[src/rtl/grc_pkg.sv]
// shared types and constants for the gamepad report conditioner
// no dependencies; imported by grc_combine, gamepad_report_conditioner_unit and the testbench

package grc_pkg;

    localparam int GRC_NUM_PADS = 4;
    localparam int NUM_LEVELS = 8;
    localparam int LEVEL_W = 8;
    localparam logic [7:0] ANALOG_THRESHOLD_RESET = 8'h30;
    localparam logic [2:0] COMBINED_SOURCE = 3'd4;

    typedef struct packed {
        logic [1:0] pad_index;
        logic present;
        logic [3:0] dpad_bits;
        logic [11:0] other_buttons;
        logic [63:0] analog_levels;
        logic signed [15:0] left_x;
        logic signed [15:0] left_y;
        logic signed [15:0] right_x;
        logic signed [15:0] right_y;
        logic frame_end;
    } t_in_item;

    typedef struct packed {
        logic [2:0] source;
        logic connected;
        logic [15:0] digital_now;
        logic [15:0] digital_pressed;
        logic [63:0] analog_now;
        logic [7:0] analog_pressed;
        logic signed [15:0] stick_lx;
        logic signed [15:0] stick_ly;
        logic signed [15:0] stick_rx;
        logic signed [15:0] stick_ry;
        logic run_last;
    } t_out_item;

    // stored record of one pad
    typedef struct packed {
        logic [15:0] held_digital;
        logic [15:0] pressed_digital;
        logic [63:0] analog;
        logic [7:0] held_analog;
        logic [7:0] pressed_analog;
        logic [15:0] lx;
        logic [15:0] ly;
        logic [15:0] rx;
        logic [15:0] ry;
    } t_pad_rec;

endpackage

[src/rtl/grc_combine.sv]
// combined pad builder: or, per-level maximum and wrapped stick sums over all pad records
// depends on grc_pkg

module grc_combine import grc_pkg::*; #(
    parameter int NUM_PADS = GRC_NUM_PADS
) (
    input  t_pad_rec  i_recs [NUM_PADS],
    output t_out_item o_combined
);

    always_comb begin
        logic [15:0] dn;
        logic [15:0] dp;
        logic [7:0] ap;
        logic [63:0] an;
        logic [15:0] slx;
        logic [15:0] sly;
        logic [15:0] srx;
        logic [15:0] sry;
        dn = '0;
        dp = '0;
        ap = '0;
        an = '0;
        slx = '0;
        sly = '0;
        srx = '0;
        sry = '0;
        for (int q = 0; q < NUM_PADS; q++) begin
            dn = dn | i_recs[q].held_digital;
            dp = dp | i_recs[q].pressed_digital;
            ap = ap | i_recs[q].pressed_analog;
            slx = slx + i_recs[q].lx;
            sly = sly + i_recs[q].ly;
            srx = srx + i_recs[q].rx;
            sry = sry + i_recs[q].ry;
            for (int b = 0; b < NUM_LEVELS; b++) begin
                if (i_recs[q].analog[b*LEVEL_W +: LEVEL_W] > an[b*LEVEL_W +: LEVEL_W]) begin
                    an[b*LEVEL_W +: LEVEL_W] = i_recs[q].analog[b*LEVEL_W +: LEVEL_W];
                end
            end
        end
        o_combined.source = COMBINED_SOURCE;
        o_combined.connected = 1'b1;
        o_combined.digital_now = dn;
        o_combined.digital_pressed = dp;
        o_combined.analog_now = an;
        o_combined.analog_pressed = ap;
        o_combined.stick_lx = $signed(slx);
        o_combined.stick_ly = $signed(sly);
        o_combined.stick_rx = $signed(srx);
        o_combined.stick_ry = $signed(sry);
        o_combined.run_last = 1'b1;
    end

endmodule

[src/rtl/gamepad_report_conditioner_unit.sv]
// gamepad report conditioner top level: input register, pad records, result register
// depends on grc_pkg and grc_combine
//
// a report goes into the input register, its pad result then into the result register
// throughput: one report per cycle while the result register is free;
// the input register holds a frame_end report for a second pass that emits the combined pad
// reset (synchronous, active low): threshold back to 0x30, all pad records cleared,
// both register stages empty

module gamepad_report_conditioner_unit import grc_pkg::*; #(
    parameter int NUM_PADS = GRC_NUM_PADS
) (
    input  logic      i_clk,
    input  logic      i_rst_n,
    // configuration: analog threshold
    input  logic      i_cfg_we,
    input  logic [7:0] i_cfg_wdata,
    // raw reports in
    input  logic      i_in_valid,
    output logic      o_in_ready,
    input  t_in_item  i_in_item,
    // conditioned results out
    output logic      o_out_valid,
    input  logic      i_out_ready,
    output t_out_item o_out_item
);

    // configuration register
    logic [7:0] r_thr;

    // input register stage
    logic     r_in_valid;
    t_in_item r_in;
    logic     r_phase;      // high while the combined pad of the held report is due

    // result register
    logic      r_out_valid;
    t_out_item r_out;

    // per-pad records
    t_pad_rec r_rec [NUM_PADS];

    logic      out_free;
    logic      fire;
    logic      last_pass;
    logic      pad_ok;
    logic      pad_fire;
    t_pad_rec  sel_rec;
    t_pad_rec  new_rec;
    t_out_item pad_item;
    t_out_item comb_item;
    t_out_item n_out;

    // result register takes a new result when empty or being drained
    assign out_free  = !r_out_valid || i_out_ready;
    assign fire      = r_in_valid && out_free;
    // the held report leaves after its pad pass, or after the combined pass
    assign last_pass = r_phase || !r_in.frame_end;
    assign o_in_ready = !r_in_valid || (fire && last_pass);

    assign pad_ok   = int'(r_in.pad_index) < NUM_PADS;
    assign pad_fire = fire && !r_phase && pad_ok;

    // record of the addressed pad
    always_comb begin
        sel_rec = '0;
        for (int p = 0; p < NUM_PADS; p++) begin
            if (int'(r_in.pad_index) == p) begin
                sel_rec = r_rec[p];
            end
        end
    end

    // conditioned record for a present pad
    always_comb begin
        logic [63:0] an;
        logic [7:0] hold;
        logic [15:0] dig;
        an = '0;
        hold = '0;
        dig = {r_in.other_buttons, r_in.dpad_bits};
        // levels at or below the threshold read as zero
        for (int b = 0; b < NUM_LEVELS; b++) begin
            if (r_in.analog_levels[b*LEVEL_W +: LEVEL_W] > r_thr) begin
                an[b*LEVEL_W +: LEVEL_W] = r_in.analog_levels[b*LEVEL_W +: LEVEL_W];
                hold[b] = 1'b1;
            end
        end
        new_rec.held_digital = dig;
        // rising edges against the previous held state
        new_rec.pressed_digital = dig & ~sel_rec.held_digital;
        new_rec.analog = an;
        new_rec.held_analog = hold;
        new_rec.pressed_analog = hold & ~sel_rec.held_analog;
        new_rec.lx = r_in.left_x;
        new_rec.ly = r_in.left_y;
        new_rec.rx = r_in.right_x;
        new_rec.ry = r_in.right_y;
    end

    // pad result: zeros for an absent pad or an index beyond the pad count
    always_comb begin
        pad_item = '0;
        pad_item.source = {1'b0, r_in.pad_index};
        pad_item.run_last = !r_in.frame_end;
        if (pad_ok && r_in.present) begin
            pad_item.connected = 1'b1;
            pad_item.digital_now = new_rec.held_digital;
            pad_item.digital_pressed = new_rec.pressed_digital;
            pad_item.analog_now = new_rec.analog;
            pad_item.analog_pressed = new_rec.pressed_analog;
            pad_item.stick_lx = r_in.left_x;
            pad_item.stick_ly = r_in.left_y;
            pad_item.stick_rx = r_in.right_x;
            pad_item.stick_ry = r_in.right_y;
        end
    end

    // combined pad from the records, already updated by the pad pass
    grc_combine #(
        .NUM_PADS (NUM_PADS)
    ) u_combine (
        .i_recs     (r_rec),
        .o_combined (comb_item)
    );

    assign n_out = r_phase ? comb_item : pad_item;

    // threshold register
    always_ff @(posedge i_clk) begin
        if (!i_rst_n) begin
            r_thr <= ANALOG_THRESHOLD_RESET;
        end else if (i_cfg_we) begin
            r_thr <= i_cfg_wdata;
        end
    end

    // input stage control
    always_ff @(posedge i_clk) begin
        if (!i_rst_n) begin
            r_in_valid <= 1'b0;
            r_phase <= 1'b0;
        end else begin
            if (o_in_ready) begin
                r_in_valid <= i_in_valid;
            end
            if (fire) begin
                r_phase <= !r_phase && r_in.frame_end;
            end
        end
    end

    // input stage payload
    always_ff @(posedge i_clk) begin
        if (o_in_ready && i_in_valid) begin
            r_in <= i_in_item;
        end
    end

    // pad records: an absent pad clears its whole history
    always_ff @(posedge i_clk) begin
        if (!i_rst_n) begin
            for (int p = 0; p < NUM_PADS; p++) begin
                r_rec[p] <= '0;
            end
        end else if (pad_fire) begin
            for (int p = 0; p < NUM_PADS; p++) begin
                if (int'(r_in.pad_index) == p) begin
                    r_rec[p] <= r_in.present ? new_rec : '0;
                end
            end
        end
    end

    // result register
    always_ff @(posedge i_clk) begin
        if (!i_rst_n) begin
            r_out_valid <= 1'b0;
        end else if (out_free) begin
            r_out_valid <= r_in_valid;
        end
    end

    always_ff @(posedge i_clk) begin
        if (fire) begin
            r_out <= n_out;
        end
    end

    assign o_out_valid = r_out_valid;
    assign o_out_item  = r_out;

    // combined pass only ever follows the pad pass of a frame_end report
    a_phase_held: assert property (@(posedge i_clk) disable iff (!i_rst_n)
        r_phase |-> (r_in_valid && r_in.frame_end))
        else $error("combined pass pending without a held frame_end report");

    // the combined pass delivers the combined pad as the last result
    a_comb_out: assert property (@(posedge i_clk) disable iff (!i_rst_n)
        (fire && r_phase) |=> (o_out_valid && o_out_item.source == COMBINED_SOURCE
                               && o_out_item.run_last && o_out_item.connected))
        else $error("combined pass did not produce the combined pad");

    // a pad pass of a frame_end report is never the last result
    a_pad_not_last: assert property (@(posedge i_clk) disable iff (!i_rst_n)
        (fire && !r_phase && r_in.frame_end) |=> (o_out_valid && !o_out_item.run_last))
        else $error("pad result of a frame end report flagged as last");

    // a disconnected result carries no buttons or levels
    a_absent_zero: assert property (@(posedge i_clk) disable iff (!i_rst_n)
        (o_out_valid && !o_out_item.connected) |->
            (o_out_item.digital_now == '0 && o_out_item.analog_now == '0
             && o_out_item.digital_pressed == '0 && o_out_item.analog_pressed == '0))
        else $error("disconnected result carries button state");

endmodule

[config.mk]
export PLATFORM = sky130hd
export DESIGN_NAME = gamepad_report_conditioner_unit
export DESIGN_NICKNAME = d
export VERILOG_FILES = /design/src/rtl/grc_pkg.sv /design/src/rtl/grc_combine.sv /design/src/rtl/gamepad_report_conditioner_unit.sv
export SDC_FILE = /design/constraint.sdc
export NUM_CORES = 2
export LEC_CHECK = 0
export BUFFER_PORTS_ARGS = -buffer_cell sky130_fd_sc_hd__buf_4
export CORE_MARGIN = 2
export CORE_UTILIZATION = 40
export DETAILED_ROUTE_END_ITERATION = 12
export PLACE_DENSITY_LB_ADDON = 0.15
export SYNTH_ARGS = -nofsm -noshare
export SYNTH_HDL_FRONTEND = slang
export SYNTH_SLANG_ARGS = --single-unit
[constraint.sdc]
create_clock -name i_clk -period 19.65 [get_ports i_clk]
set_input_delay 2.9475 -clock i_clk [delete_from_list [all_inputs] [get_ports i_clk]]
set_output_delay 2.9475 -clock i_clk [all_outputs]
set_load 0.05 [all_outputs]
==> reports/results.ini <==
[outcome]
status=complete, no violations

[timing]
fin_crit_ns=6.97
rsz0062_at_grt=no
fmax_mhz=143
setup_tns_ns=0
period_share_pct=35.5
worst_slew_pin_slew_ns=1.05
finalSetupViolCount=0
skew_ns=0.0362
hold_viol=0
slew_viol_final=0
slew_headroom_pct=29.2

[grt]
grt_use_total_pct=21.9
grtUsageMet1_pct=30.4
met2_usage_pct=35.4
grt_use_met3_pct=3.53
grt_pass1_wl_microns=240000
busiest_layer=met2
antenna_found_initial=12
grt_max_degree=205
grt_overflow=0
grt_pass1_vias=41300

[clock_tree]
cts_buffers=117
cts_resized=0
numClockSinks=1036
cts_tree=yes
clk_latency_ns=0.76
cts_setup_buffers=0
root_buffer=clkbuf_16
holdBufCountCts=0
clkTransAtPathRegs_ns=0.06
cts_buffer_depth=3
htree_num_levels=3

[setup_path]
endpoint_kind=output port
crit_arrival_ns=4.02
cp-start-kind=input port
ff2ff_path_depth=21
crit_required_ns=16.70
r2r-start=r_rec[623]$_SDFFE_PN0P_
crit_start=i_out_ready
setup.worst_path.class=in2out
crit_path_max_fanout=7

[synthesis]
ys_warn_count=0
ys_ff_latch=1036
yosysTopAreaCellShare_pct=26.4
syn_nets=6343
synth-seq-area-share_pct=44.2
async_flop_share_pct=0
synthCells=5746
synth-edff-count=321
yosys-top-cells-area=dfxtp_1, edfxtp_1, ha_1
synth_top_cells_by_count=nand2_1, dfxtp_1, o21ai_0
ys.flop_type=dfxtp_1
synth_most_common_cell=nand2_1
yosys.area.top_type=dfxtp_1
synth.cell_area_sq_um=54200
synth_cell_types=73
syn_area_per_cell_sq_um=9.44

[placement]
portBuffers=335
dp_hpwl_microns=99600
place_congestion=0.871

[floorplanning]
core-area_sq_um=135000
die_x_microns=372
start_util_pct=40.2
die_y_microns=372
rows=135
design.die.area_sq_um=139000
ioPinCount=336

[detailed_routing]
dr.pass1.iters=5
routedWlPerCell_microns=19.8
final_antenna_net_count=0
vias=42200
vias_per_cell=5.43
post-route-drc-count=0
wirelength_microns=153000
drt_first_iter_violations=2802

[finish]
synthToLayoutAreaGrowth_pct=14.4
nets=6473
fin_util_pct=46.0
layout-drive-gt1-share_pct=11.5

[flow_run]
maxCapViolCount=0

[hold_path]
min_from=r_rec[241]$_SDFFE_PN0P_
min_delay_path_depth=2
hold_path.class=reg2reg

[power_and_ir_drop]
ir_drop_uv=77.8
powerDensity_nw_per_um2=93.0
leakagePower_nw=23.8

-- worst paths after layout --
check / endpoint / slack, ns
max: o_in_ready / 12.68
min: r_rec[241]$_SDFFE_PN0P_ / 0.45
min reg2reg: r_rec[241]$_SDFFE_PN0P_ / 0.45
max reg2reg: o_out_item[83]$_DFFE_PP_ / 13.26
-- critical path: stages --
cell      delay [ns]
buf_4           0.07
nand2b_1        0.10
nand2_1         0.27
o21ai_0         0.37
buf_4           0.26
-- registers in the layout, summed over array words and instances, names as in the netlist --
signal and count:
new_rec 80, o_out_item 173, o_out_valid 1, pad_item 2, r_in 66, r_in_valid 1, r_phase 1, r_rec 704
r_thr 8
-- cell usage in the layout (no fill, tap or decap), types with 42 or more instances in the layout --
| cell type | instances |
|---|---|
| a21boi_0 | 280 |
| a21boi_1 | 51 |
| a21o_1 | 102 |
| a21oi_1 | 117 |
| a311oi_1 | 58 |
| a31oi_1 | 58 |
| and2_1 | 392 |
| buf_4 | 377 |
| clkbuf_16 | 119 |
| dfxtp_1 | 714 |
| edfxtp_1 | 321 |
| fa_1 | 120 |
| ha_1 | 316 |
| inv_1 | 143 |
| nand2_1 | 1015 |
| nand3_1 | 336 |
| nand4_1 | 60 |
| nor2_1 | 97 |
| nor2b_1 | 46 |
| o21a_1 | 74 |
| o21ai_0 | 491 |
| o31ai_1 | 70 |
| o32a_1 | 112 |
| xnor2_1 | 42 |
-- where the power goes --
group / total, mW / leakage, nW / switching, mW / internal (mW)
clock: 2.29 / 1.94 / 0.946 / 1.34
combinational: 1.13 / 13.0 / 0.744 / 0.388
sequential: 2.35 / 8.87 / 0.0601 / 2.29
total: 5.77 / 23.8 / 1.75 / 4.02
-- kinds of logic after synthesis --
| family | count (synthesis) | share of synthesized area, % |
|---|---|---|
| fa+ha+maj | 436 | 11.7 |
| flops | 1036 | 44.2 |
| mux | 46 | 1.40 |
| xor+xnor | 50 | 0.807 |
| buf+inv | 514 | 3.70 |
| simple gates | 2055 | 17.9 |
| compound gates | 1609 | 20.3 |
-- per-layer routing --
layer	share of wire, %	vias to the layer above
met5	0.030	-
li1	-	20800
met4	2.5	10
met2	46	932
met3	5.0	217
met1	47	20200
-- cell type report --
class / count / area (sq um)
fillers: 12800 / 72900
diodes: 1 / 2.50
repair buffers: 380 / 2890
well taps: 1781 / 2230
clock inverters: 61 / 768
inverters: 145 / 557
flip-flops and latches: 1036 / 24000
clock buffers: 163 / 3240
multi-input cells: 4196 / 28400
-- stage by stage --
step | cells | total power [mW] | instance area, sq um | hold WS, ns | setup WS, ns
finish | 7763 | 5.77 | 62000 | 0.454 | 12.68
global placement | 7538 | 3.52 | 58000 | 0.440 | 12.38
CTS | 7762 | 5.84 | 62000 | 0.455 | 12.66
detailed placement | 7538 | 3.53 | 58000 | 0.447 | 12.30
floorplan | 5746 | 3.20 | 54200 | 0.406 | 11.21
global route | 7762 | 6.04 | 62000 | 0.472 | 12.55
Power figures use the tool's default switching activity.
